**config.mk**
```make
export PLATFORM = sky130hd
export DESIGN_NAME = roulette_wheel_selector_flat
export DESIGN_NICKNAME = d
export VERILOG_FILES = /design/src/sv/rws_pkg.sv /design/src/sv/rws_req_if.sv /design/src/sv/rws_rsp_if.sv /design/src/sv/roulette_wheel_selector.sv /design/src/sv/rws_dp.sv /design/src/sv/rws_ctrl.sv /design/src/flat_wrapper.sv
export SDC_FILE = /design/constraint.sdc
export NUM_CORES = 2
export LEC_CHECK = 0
export BUFFER_PORTS_ARGS = -buffer_cell sky130_fd_sc_hd__buf_2
export CAP_MARGIN = 25
export CORE_AREA = 3 3 790 792
export DETAILED_ROUTE_END_ITERATION = 12
export DIE_AREA = 0 0 793 795
export MAX_ROUTING_LAYER = met4
export SLEW_MARGIN = 15
export SYNTH_ARGS = -nofsm -noshare
export SYNTH_HDL_FRONTEND = slang
export SYNTH_MEMORY_MAX_BITS = 65536
export SYNTH_SLANG_ARGS = --single-unit
export TNS_END_PERCENT = 1
```
**constraint.sdc**
```tcl
create_clock -name clk -period 7.4 [get_ports clk]
set_input_delay 1.11 -clock clk [delete_from_list [all_inputs] [get_ports clk]]
set_output_delay 1.11 -clock clk [all_outputs]
set_load 0.005 [all_outputs]
```
**src/sv/rws_pkg.sv**
```systemverilog
// Package for the roulette wheel selector: field widths, request kinds,
// register map, parameter defaults and controller/datapath structs.
// No dependencies.
package rws_pkg;

	localparam int MAX_ENTRIES_DEF  = 256;
	localparam int FITNESS_BITS_DEF = 16;
	localparam int RANDOM_BITS_DEF  = 16;

	localparam int KIND_W = 2;
	localparam int IDX_W  = 8;
	localparam int FIT_W  = 16;
	localparam int RND_W  = 16;
	localparam int PCNT_W = 9;

	localparam int DATA_W    = 32;
	localparam int ADDR_W    = 3;
	localparam int REG_IDX_W = 1;

	localparam logic [KIND_W-1:0] KIND_WRITE  = 2'd0;
	localparam logic [KIND_W-1:0] KIND_SELECT = 2'd1;
	localparam logic [KIND_W-1:0] KIND_CLEAR  = 2'd2;

	localparam logic [REG_IDX_W-1:0] REG_WITHOUT_REPL = 1'd0;
	localparam logic [REG_IDX_W-1:0] REG_POP_COUNT    = 1'd1;

	localparam logic [PCNT_W-1:0] POP_COUNT_RESET = 9'd256;

	typedef struct packed {
		logic wr_entry;
		logic r_load;
		logic addr_clr;
		logic rd_en;
		logic sum_clr;
		logic sum_acc;
		logic mul_lo;
		logic mul_hi;
		logic mul_add;
		logic prefix_clr;
		logic scan;
		logic mark_clr;
		logic res_miss;
		logic out_load;
	} rws_cmd_t;

	typedef struct packed {
		logic addr_end;
		logic addr_last;
		logic total_zero;
		logic dirty;
		logic hit;
	} rws_stat_t;

endpackage

```
**src/sv/rws_req_if.sv**
```systemverilog
// Request channel of the roulette wheel selector: valid/ready plus payload.
// Depends on rws_pkg.
interface rws_req_if;
	logic                       valid;
	logic                       ready;
	logic [rws_pkg::KIND_W-1:0] kind;
	logic [rws_pkg::IDX_W-1:0]  entry_index;
	logic [rws_pkg::FIT_W-1:0]  fitness_value;
	logic [rws_pkg::RND_W-1:0]  random_fraction;

	modport source (
		output valid, kind, entry_index, fitness_value, random_fraction,
		input  ready
	);
	modport sink (
		input  valid, kind, entry_index, fitness_value, random_fraction,
		output ready
	);
endinterface

```
**src/sv/rws_rsp_if.sv**
```systemverilog
// Result channel of the roulette wheel selector: valid/ready plus payload.
// Depends on rws_pkg.
interface rws_rsp_if;
	logic                      valid;
	logic                      ready;
	logic [rws_pkg::IDX_W-1:0] chosen_index;
	logic                      found;

	modport source (
		output valid, chosen_index, found,
		input  ready
	);
	modport sink (
		input  valid, chosen_index, found,
		output ready
	);
endinterface

```
**src/sv/roulette_wheel_selector.sv**
```systemverilog
// Roulette wheel selector, top level: request/result channels, APB register
// port, controller and datapath. Depends on rws_pkg, rws_req_if, rws_rsp_if,
// rws_ctrl and rws_dp.
//
// Requests arrive on req (valid/ready). A write request loads one fitness
// entry. A clear request drops all selection marks in a sweep of the mark
// memory. A select request returns one result on rsp: the first entry whose
// prefix sum exceeds fraction times total, or found low on a miss.
// When a write or a population change has left the total to be re-summed,
// a select first walks the single-port fitness memory, one entry a cycle,
// to re-sum it; it then forms the threshold and scans the same memory, one
// entry a cycle, until a hit or the end of the wheel.
// Results sit in an output register: new requests are taken while one waits,
// and a select that finishes while rsp is stalled holds until it is taken.
// After reset the block sweeps the mark memory with req.ready low; registers
// reset to repeats allowed and a wheel of 256.
// Registers: byte 0 without_replacement, byte 4 population_count. Write
// them only while idle.
module roulette_wheel_selector #(
	parameter int MAX_ENTRIES  = rws_pkg::MAX_ENTRIES_DEF,
	parameter int FITNESS_BITS = rws_pkg::FITNESS_BITS_DEF,
	parameter int RANDOM_BITS  = rws_pkg::RANDOM_BITS_DEF
) (
	input  logic                        clk,
	input  logic                        arst_n,
	rws_req_if.sink                     req,
	rws_rsp_if.source                   rsp,
	input  logic                        psel,
	input  logic                        penable,
	input  logic                        pwrite,
	input  logic [rws_pkg::ADDR_W-1:0]  paddr,
	input  logic [rws_pkg::DATA_W-1:0]  pwdata,
	output logic [rws_pkg::DATA_W-1:0]  prdata,
	output logic                        pready
);
	import rws_pkg::*;

	localparam int CW = $clog2(MAX_ENTRIES + 1);

	logic                  without_repl_q;
	logic [PCNT_W-1:0]     pop_count_q;
	logic [CW-1:0]         wheel_size;
	logic [REG_IDX_W-1:0]  reg_idx;
	logic                  reg_wr;
	rws_cmd_t              cmd;
	rws_stat_t             stat;

	assign pready  = 1'b1;
	assign reg_idx = paddr[ADDR_W-1:2];
	assign reg_wr  = psel && penable && pwrite && pready;

	always_ff @(posedge clk or negedge arst_n) begin
		if (!arst_n) begin
			without_repl_q <= 1'b0;
			pop_count_q    <= POP_COUNT_RESET;
		end else if (reg_wr) begin
			case (reg_idx)
				REG_WITHOUT_REPL: without_repl_q <= pwdata[0];
				REG_POP_COUNT:    pop_count_q    <= pwdata[PCNT_W-1:0];
				default: begin
				end
			endcase
		end
	end

	always_comb begin
		case (reg_idx)
			REG_WITHOUT_REPL: prdata = DATA_W'(without_repl_q);
			REG_POP_COUNT:    prdata = DATA_W'(pop_count_q);
			default:          prdata = '0;
		endcase
	end

	assign wheel_size = (32'(pop_count_q) > MAX_ENTRIES) ? CW'(MAX_ENTRIES)
	                                                     : CW'(pop_count_q);

	rws_ctrl u_ctrl (
		.clk       (clk),
		.arst_n    (arst_n),
		.req_valid (req.valid),
		.req_ready (req.ready),
		.kind      (req.kind),
		.out_valid (rsp.valid),
		.out_ready (rsp.ready),
		.cmd       (cmd),
		.stat      (stat)
	);

	rws_dp #(
		.MAX_ENTRIES  (MAX_ENTRIES),
		.FITNESS_BITS (FITNESS_BITS),
		.RANDOM_BITS  (RANDOM_BITS),
		.CW           (CW)
	) u_dp (
		.clk                 (clk),
		.arst_n              (arst_n),
		.cmd                 (cmd),
		.stat                (stat),
		.entry_index         (req.entry_index),
		.fitness_value       (req.fitness_value),
		.random_fraction     (req.random_fraction),
		.without_replacement (without_repl_q),
		.wheel_size          (wheel_size),
		.chosen_index        (rsp.chosen_index),
		.found               (rsp.found)
	);

endmodule

```
**src/sv/rws_dp.sv**
```systemverilog
// Datapath of the roulette wheel selector: fitness and mark memories, total,
// threshold multiply, prefix scan and result registers.
// Depends on rws_pkg; driven by rws_ctrl through rws_cmd_t.
module rws_dp #(
	parameter int MAX_ENTRIES  = rws_pkg::MAX_ENTRIES_DEF,
	parameter int FITNESS_BITS = rws_pkg::FITNESS_BITS_DEF,
	parameter int RANDOM_BITS  = rws_pkg::RANDOM_BITS_DEF,
	parameter int CW           = $clog2(MAX_ENTRIES + 1)
) (
	input  logic                      clk,
	input  logic                      arst_n,
	input  rws_pkg::rws_cmd_t         cmd,
	output rws_pkg::rws_stat_t        stat,
	input  logic [rws_pkg::IDX_W-1:0] entry_index,
	input  logic [rws_pkg::FIT_W-1:0] fitness_value,
	input  logic [rws_pkg::RND_W-1:0] random_fraction,
	input  logic                      without_replacement,
	input  logic [CW-1:0]             wheel_size,
	output logic [rws_pkg::IDX_W-1:0] chosen_index,
	output logic                      found
);
	import rws_pkg::*;

	localparam int IW = (MAX_ENTRIES > 1) ? $clog2(MAX_ENTRIES) : 1;
	localparam int TW = FITNESS_BITS + $clog2(MAX_ENTRIES);
	localparam int HW = (TW + 1) / 2;
	localparam int PW = RANDOM_BITS + HW;
	localparam int XW = TW + RANDOM_BITS;

	logic [FITNESS_BITS-1:0] fit_mem [MAX_ENTRIES];
	logic                    mark_mem [MAX_ENTRIES];

	logic [CW-1:0]           addr_q;
	logic                    rd_valid_s1;
	logic [IW-1:0]           idx_s1;
	logic [FITNESS_BITS-1:0] fit_rd_s1;
	logic                    mark_rd_s1;
	logic [TW-1:0]           total_q;
	logic [CW-1:0]           n_sum_q;
	logic                    dirty_q;
	logic [RANDOM_BITS-1:0]  r_q;
	logic [PW-1:0]           prod_q;
	logic [XW-1:0]           thr_q;
	logic [TW-1:0]           prefix_q;
	logic [TW-1:0]           prefix_nx;
	logic                    cond;
	logic [IDX_W-1:0]        pend_idx_q;
	logic                    pend_found_q;
	logic [IDX_W-1:0]        chosen_q;
	logic                    found_q;
	logic                    wr_ok;
	logic                    mark_we;
	logic [IW-1:0]           mark_wa;
	logic [HW-1:0]           mul_b;

	assign wr_ok     = 32'(entry_index) < MAX_ENTRIES;
	assign prefix_nx = prefix_q + TW'(fit_rd_s1);
	assign cond      = ({prefix_nx, {RANDOM_BITS{1'b0}}} > thr_q)
	                   && !(without_replacement && mark_rd_s1);

	assign stat.addr_end   = addr_q == wheel_size;
	assign stat.addr_last  = addr_q == CW'(MAX_ENTRIES - 1);
	assign stat.total_zero = total_q == '0;
	assign stat.dirty      = dirty_q || (n_sum_q != wheel_size);
	assign stat.hit        = rd_valid_s1 && cond;

	assign mark_we = cmd.mark_clr || (cmd.scan && stat.hit && without_replacement);
	assign mark_wa = cmd.mark_clr ? addr_q[IW-1:0] : idx_s1;
	assign mul_b   = cmd.mul_lo ? total_q[HW-1:0] : HW'(total_q[TW-1:HW]);

	always_ff @(posedge clk) begin
		if (cmd.wr_entry && wr_ok) begin
			fit_mem[IW'(entry_index)] <= FITNESS_BITS'(fitness_value);
		end
		if (cmd.rd_en) begin
			fit_rd_s1 <= fit_mem[addr_q[IW-1:0]];
		end
	end

	always_ff @(posedge clk) begin
		if (mark_we) begin
			mark_mem[mark_wa] <= !cmd.mark_clr;
		end
		if (cmd.rd_en) begin
			mark_rd_s1 <= mark_mem[addr_q[IW-1:0]];
		end
	end

	always_ff @(posedge clk or negedge arst_n) begin
		if (!arst_n) begin
			addr_q      <= '0;
			rd_valid_s1 <= 1'b0;
			dirty_q     <= 1'b1;
			total_q     <= '0;
		end else begin
			rd_valid_s1 <= cmd.rd_en;
			if (cmd.addr_clr) begin
				addr_q <= '0;
			end else if (cmd.rd_en || cmd.mark_clr) begin
				addr_q <= addr_q + 1'b1;
			end
			if (cmd.wr_entry) begin
				dirty_q <= 1'b1;
			end else if (cmd.sum_clr) begin
				dirty_q <= 1'b0;
			end
			if (cmd.sum_clr) begin
				total_q <= '0;
			end else if (cmd.sum_acc && rd_valid_s1) begin
				total_q <= total_q + TW'(fit_rd_s1);
			end
		end
	end

	always_ff @(posedge clk) begin
		if (cmd.rd_en) begin
			idx_s1 <= addr_q[IW-1:0];
		end
		if (cmd.sum_clr) begin
			n_sum_q <= wheel_size;
		end
		if (cmd.r_load) begin
			r_q <= RANDOM_BITS'(random_fraction);
		end
		if (cmd.mul_lo || cmd.mul_hi) begin
			prod_q <= PW'(r_q) * PW'(mul_b);
		end
		if (cmd.mul_hi) begin
			thr_q <= XW'(prod_q);
		end else if (cmd.mul_add) begin
			thr_q <= thr_q + (XW'(prod_q) << HW);
		end
		if (cmd.prefix_clr) begin
			prefix_q <= '0;
		end else if (cmd.scan && rd_valid_s1) begin
			prefix_q <= prefix_nx;
		end
		if (cmd.res_miss) begin
			pend_idx_q   <= '0;
			pend_found_q <= 1'b0;
		end else if (cmd.scan && stat.hit) begin
			pend_idx_q   <= IDX_W'(idx_s1);
			pend_found_q <= 1'b1;
		end
		if (cmd.out_load) begin
			chosen_q <= pend_idx_q;
			found_q  <= pend_found_q;
		end
	end

	assign chosen_index = chosen_q;
	assign found        = found_q;

endmodule

```
**src/sv/rws_ctrl.sv**
```systemverilog
// Controller of the roulette wheel selector: sequences writes, mark clears,
// total recompute, threshold multiply, prefix scan and result hand-off.
// Depends on rws_pkg; commands rws_dp through rws_cmd_t.
module rws_ctrl (
	input  logic                       clk,
	input  logic                       arst_n,
	input  logic                       req_valid,
	output logic                       req_ready,
	input  logic [rws_pkg::KIND_W-1:0] kind,
	output logic                       out_valid,
	input  logic                       out_ready,
	output rws_pkg::rws_cmd_t          cmd,
	input  rws_pkg::rws_stat_t         stat
);
	import rws_pkg::*;

	localparam logic [3:0] ST_INIT = 4'd0;
	localparam logic [3:0] ST_IDLE = 4'd1;
	localparam logic [3:0] ST_CLR  = 4'd2;
	localparam logic [3:0] ST_SUM  = 4'd3;
	localparam logic [3:0] ST_MUL0 = 4'd4;
	localparam logic [3:0] ST_MUL1 = 4'd5;
	localparam logic [3:0] ST_MUL2 = 4'd6;
	localparam logic [3:0] ST_SCAN = 4'd7;
	localparam logic [3:0] ST_OUT  = 4'd8;

	logic [3:0] state_q;
	logic [3:0] state_nx;
	logic       out_valid_q;
	logic       accept;

	assign req_ready = state_q == ST_IDLE;
	assign accept    = req_valid && req_ready;
	assign out_valid = out_valid_q;

	always_comb begin
		cmd      = '0;
		state_nx = state_q;
		case (state_q)
			ST_INIT, ST_CLR: begin
				cmd.mark_clr = 1'b1;
				if (stat.addr_last) begin
					state_nx = ST_IDLE;
				end
			end
			ST_IDLE: begin
				if (accept) begin
					case (kind)
						KIND_WRITE: begin
							cmd.wr_entry = 1'b1;
						end
						KIND_SELECT: begin
							cmd.r_load   = 1'b1;
							cmd.addr_clr = 1'b1;
							cmd.sum_clr  = stat.dirty;
							state_nx     = stat.dirty ? ST_SUM : ST_MUL0;
						end
						KIND_CLEAR: begin
							cmd.addr_clr = 1'b1;
							state_nx     = ST_CLR;
						end
						default: begin
						end
					endcase
				end
			end
			ST_SUM: begin
				cmd.sum_acc = 1'b1;
				cmd.rd_en   = !stat.addr_end;
				if (stat.addr_end) begin
					state_nx = ST_MUL0;
				end
			end
			ST_MUL0: begin
				if (stat.total_zero) begin
					cmd.res_miss = 1'b1;
					state_nx     = ST_OUT;
				end else begin
					cmd.mul_lo = 1'b1;
					state_nx   = ST_MUL1;
				end
			end
			ST_MUL1: begin
				cmd.mul_hi = 1'b1;
				state_nx   = ST_MUL2;
			end
			ST_MUL2: begin
				cmd.mul_add    = 1'b1;
				cmd.addr_clr   = 1'b1;
				cmd.prefix_clr = 1'b1;
				state_nx       = ST_SCAN;
			end
			ST_SCAN: begin
				cmd.scan  = 1'b1;
				cmd.rd_en = !stat.addr_end && !stat.hit;
				if (stat.hit) begin
					state_nx = ST_OUT;
				end else if (stat.addr_end) begin
					cmd.res_miss = 1'b1;
					state_nx     = ST_OUT;
				end
			end
			ST_OUT: begin
				if (!out_valid_q || out_ready) begin
					cmd.out_load = 1'b1;
					state_nx     = ST_IDLE;
				end
			end
			default: begin
				state_nx = ST_IDLE;
			end
		endcase
	end

	always_ff @(posedge clk or negedge arst_n) begin
		if (!arst_n) begin
			state_q     <= ST_INIT;
			out_valid_q <= 1'b0;
		end else begin
			state_q <= state_nx;
			if (cmd.out_load) begin
				out_valid_q <= 1'b1;
			end else if (out_ready) begin
				out_valid_q <= 1'b0;
			end
		end
	end

endmodule

```
**src/flat_wrapper.sv**
```systemverilog
// flat-port wrapper written by rule: the top's interface ports become plain ports
module roulette_wheel_selector_flat import rws_pkg::*;
#(
	parameter int MAX_ENTRIES  = rws_pkg::MAX_ENTRIES_DEF,
	parameter int FITNESS_BITS = rws_pkg::FITNESS_BITS_DEF,
	parameter int RANDOM_BITS  = rws_pkg::RANDOM_BITS_DEF
)
  (clk, arst_n, psel, penable, pwrite, paddr, pwdata, prdata, pready, req_valid, req_kind, req_entry_index, req_fitness_value, req_random_fraction, req_ready, rsp_valid, rsp_chosen_index, rsp_found, rsp_ready);
  rws_req_if req_i ();
  rws_rsp_if rsp_i ();
  input  logic clk;
  input  logic arst_n;
  input  logic psel;
  input  logic penable;
  input  logic pwrite;
  input  logic [rws_pkg::ADDR_W-1:0] paddr;
  input  logic [rws_pkg::DATA_W-1:0] pwdata;
  output logic [rws_pkg::DATA_W-1:0] prdata;
  output logic pready;
  input wire logic [$bits(req_i.valid)-1:0] req_valid;
  input wire logic [$bits(req_i.kind)-1:0] req_kind;
  input wire logic [$bits(req_i.entry_index)-1:0] req_entry_index;
  input wire logic [$bits(req_i.fitness_value)-1:0] req_fitness_value;
  input wire logic [$bits(req_i.random_fraction)-1:0] req_random_fraction;
  output wire logic [$bits(req_i.ready)-1:0] req_ready;
  output wire logic [$bits(rsp_i.valid)-1:0] rsp_valid;
  output wire logic [$bits(rsp_i.chosen_index)-1:0] rsp_chosen_index;
  output wire logic [$bits(rsp_i.found)-1:0] rsp_found;
  input wire logic [$bits(rsp_i.ready)-1:0] rsp_ready;
  assign req_i.valid = req_valid;
  assign req_i.kind = req_kind;
  assign req_i.entry_index = req_entry_index;
  assign req_i.fitness_value = req_fitness_value;
  assign req_i.random_fraction = req_random_fraction;
  assign req_ready = req_i.ready;
  assign rsp_valid = rsp_i.valid;
  assign rsp_chosen_index = rsp_i.chosen_index;
  assign rsp_found = rsp_i.found;
  assign rsp_i.ready = rsp_ready;
  roulette_wheel_selector #(.MAX_ENTRIES(MAX_ENTRIES), .FITNESS_BITS(FITNESS_BITS), .RANDOM_BITS(RANDOM_BITS)) u_core (.clk(clk), .arst_n(arst_n), .req(req_i), .rsp(rsp_i), .psel(psel), .penable(penable), .pwrite(pwrite), .paddr(paddr), .pwdata(pwdata), .prdata(prdata), .pready(pready));
endmodule
```
==> key figures <==
Run status
  • Status: completed

Routing
  • # DRC: 0
  • Pre-antenna DRT Iters: 6
  • Via/cell ratio: 5.09
  • Total Wirelength: 475 mm
  • WL/cell: 26.7 µm
  • Wire length on met1: 193 mm
  • Metal2 WL: 233 mm
  • Detailed-route via count: 90.6k
  • Iteration-0 DRC Markers: 10.3k
  • Final ANT Viol Nets: 0
  • Max Used Layer: met4
  • Met3 routed wirelength: 35.8 mm

Global routing
  • First-pass GRT wire length: 678 mm
  • Largest net degree at the start of global routing: 178
  • Grt ovf: 0
  • Vias in the first global route: 92.0k
  • Initial antenna violation count: 26
  • Tot GR Track Use: 15.1%

Placement
  • GPL Wtd Cong: 0.795
  • Pre-CTS setup slack: 0.221 ns
  • DPL Wire Length: 282 mm
  • I/O Buffers: 78

Clock tree
  • CTS tree: yes
  • Cts bufs inserted: 431
  • Setup Buffers After CTS: 0
  • Clock tree root buffer cell: clkbuf_16
  • # clock sinks: 4562
  • Clk buf depth: 4
  • H-tree levels: 5
  • Post-CTS Hold Fix Bufs: 0
  • Clock latency on the worst-skew pair: 1.05 ns
  • Cts repair resizes: 0
  • Worst-path clk slew: 0.07 ns

Floorplan
  • Initial core utilization: 30.0%
  • Die width: 793 µm
  • Die area: 630000 µm²
  • Core area: 618000 µm²
  • Row count: 289
  • Die Y: 795 µm
  • # IOs: 128

Timing
  • Setup WS post-layout: 0.380 ns
  • Final setup vio count: 0
  • Achievable frequency: 0.142 GHz
  • Final-report hold violation count: 0
  • Final cycle utilization of the critical path: 94.9%
  • Slew Limit Fails: 0
  • Worst Tran Pin Value: 1.32 ns
  • Max transition margin: 11.9%
  • Setup TNS Final: 0 ns
  • Crit path time final: 7.02 ns
  • Clk_skew: 0.117 ns
  • RSZ-0062 raised after global routing: no
  • WHS: 0.297 ns

Yosys
  • Fraction of registers with async set/reset: 1.10%
  • Synth top area cells: edfxtp_1 (72%), mux4_2 (18%), fa_1 (1.5%)
  • Post-synth EDFFs: 4467
  • Mapped Area: 185000 µm²
  • Sequential element share of the synthesized area: 73.6%
  • Warnings from Yosys: 0
  • Avg Inst Size Synth: 21.2 µm²
  • Top-area cell type share of the netlist area: 72.4%
  • Yosys cell types: 72
  • Main synth FF type: edfxtp_1
  • Yosys reg bits: 4562
  • Mapped Cells: 8747
  • Yosys top cell by area: edfxtp_1

Cells and area
  • Area of the multi-input gates: 46400 µm²
  • Share of cells above drive strength 1: 27.6%
  • Area grow syn2layout: 14.5%
  • Final core utilization: 34.3%
  • Fin nets: 9640
  • Sequential Area: 136000 µm²
  • Number of fillers in the final layout: 56.9k

Power
  • Power Total: 0.0772 W
  • Peak VDD IR: 0.475 mV
  • P per Cell Area: 364 nW/µm²
  • Leak pwr: 66.0 nW

Setup path
  • CP startpoint kind: register
  • Worst Path Max Fanout: 15
  • Worst Path Arrival: 7.70 ns
  • R2R Path Start: u_core.u_dp.total_q[18]$_DFFE_PN0P_
  • FF-to-FF path depth: 22
  • Origin of the worst setup path: u_core.u_dp.total_q[18]$_DFFE_PN0P_
  • CP Data Required Time: 8.08 ns
  • Critical path endpoint category: register
  • Critical path class: register to register

Min path
  • HP Class: input pin to async pin

Job
  • Maxcap violations: 0
## logic make-up after synthesis
| kind of cell | Yosys count | synth area share (%) |
|---|---|---|
| AOI/OAI and AO/OA | 337 | 1.15 |
| xor gates and xnor gates | 103 | 0.487 |
| adders and majority gates | 297 | 2.58 |
| buffers and inverters | 716 | 1.57 |
| DFF | 4562 | 73.6 |
| muxes | 1480 | 17.7 |
| other | 2 | 0.00405 |
| and+or+nand+nor | 1250 | 2.90 |
## synthesized netlist by cell type (31+ instances only)
cell type / instances
mux4_2: 1441
xnor2_1: 71
xor2_1: 32
nor3_1: 31
buf_1: 68
ha_1: 154
nand2_1: 331
dfxtp_1: 45
buf_2: 98
nand3_1: 58
a21oi_1: 89
fa_1: 143
and2_1: 98
edfxtp_1: 4467
a21o_1: 39
o21ai_0: 82
inv_1: 244
nor2_1: 622
clkbuf_1: 276
dfrtp_1: 48
## final cells by class
type / instances / area share, %
clock buffer: 523 / 5.27
sequential: 4562 / 64.2
inverter: 247 / 0.443
clock inverter: 270 / 1.16
multi-input combinational: 3491 / 21.9
antenna: 26 / 0.0307
timing repair buffer: 526 / 2.18
tap: 8148 / 4.80
## flip-flops by register name, indices dropped and copies added, names as in the netlist, 9 cells and up
| name | cells |
|---|---|
| u_core.u_dp.fit_mem | 4096 |
| u_core.u_dp.mark_mem | 256 |
| u_core.u_dp.thr_q | 40 |
| u_core.u_dp.prod_q | 28 |
| u_core.u_dp.prefix_q | 24 |
| u_core.u_dp.total_q | 24 |
| u_core.u_dp.fit_rd_s1 | 16 |
| u_core.u_dp.r_q | 16 |
| u_core.pop_count_q | 9 |
| u_core.u_dp.addr_q | 9 |
| u_core.u_dp.n_sum_q | 9 |
## metal layers
layer,track usage (%),vias up
met3,2.54,716
met1,20.2,49321
li1,-,36897
met5,-,-
met2,24.1,3660
met4,3.83,0
## cell usage in the layout (no fill, tap or decap), types with 98 or more instances in the layout
cell type and count:
clkinv_1 130, nand2_1 319, ha_1 154, mux4_2 1441
clkbuf_16 434, inv_1 242, nor2_1 585, and2_1 98
fa_1 143, buf_4 385, edfxtp_1 4467
## stage by stage
| stage | cell area (µm²) | instances |
|---|---|---|
| after floorplan | 185000 | 8769 |
| after global placement | 198000 | 16942 |
| after detailed placement | 198000 | 16961 |
| after CTS | 212000 | 17754 |
| after global routing | 212000 | 17778 |
| final | 212000 | 17793 |
## power breakdown
| part | total, W | internal [W] | leakage [nW] | switching [W] |
|---|---|---|---|---|
| combinational | 0.0258 | 0.0115 | 18.3 | 0.0142 |
| sequential | 0.0299 | 0.0293 | 41.1 | 0.000564 |
| clock | 0.0216 | 0.0119 | 6.60 | 0.00963 |
## critical path, cell delays in order, from the launching register on
cell and delay (ns):
dfrtp_1 0.43, nor4_1 0.33, nand4_1 0.20, o211ai_1 0.29, buf_6 0.22, mux2_2 0.40
buf_4 0.22, and2_1 0.19, fa_1 0.50, fa_1 0.58, fa_1 0.43, fa_1 0.49
inv_1 0.05, fa_1 0.47, inv_1 0.04, ha_1 0.35, a211oi_1 0.29, nor3b_1 0.26
a21oi_1 0.16, a2111oi_1 0.38, o21bai_1 0.14, a21oi_1 0.20, xnor2_1 0.08
## final timing paths
| path | endpoint | slack [ns] |
|---|---|---|
| max in group asynchronous | u_core.u_dp.addr_q[0]$_DFFE_PN0P_ | 6.51 |
| worst max-delay path | u_core.u_dp.prod_q[26]$_DFFE_PP_ | 0.38 |
| worst min register to register | u_core.u_dp.chosen_index[0]$_DFFE_PP_ | 0.45 |
| worst max register to register | u_core.u_dp.prod_q[26]$_DFFE_PP_ | 0.38 |
| min in group clk | u_core.u_dp.r_q[7]$_DFFE_PP_ | 0.31 |
| worst min-delay path | u_core.u_ctrl.out_valid$_DFFE_PN0P_ | 0.30 |
Note: power is estimated with default switching activity, not from simulation.
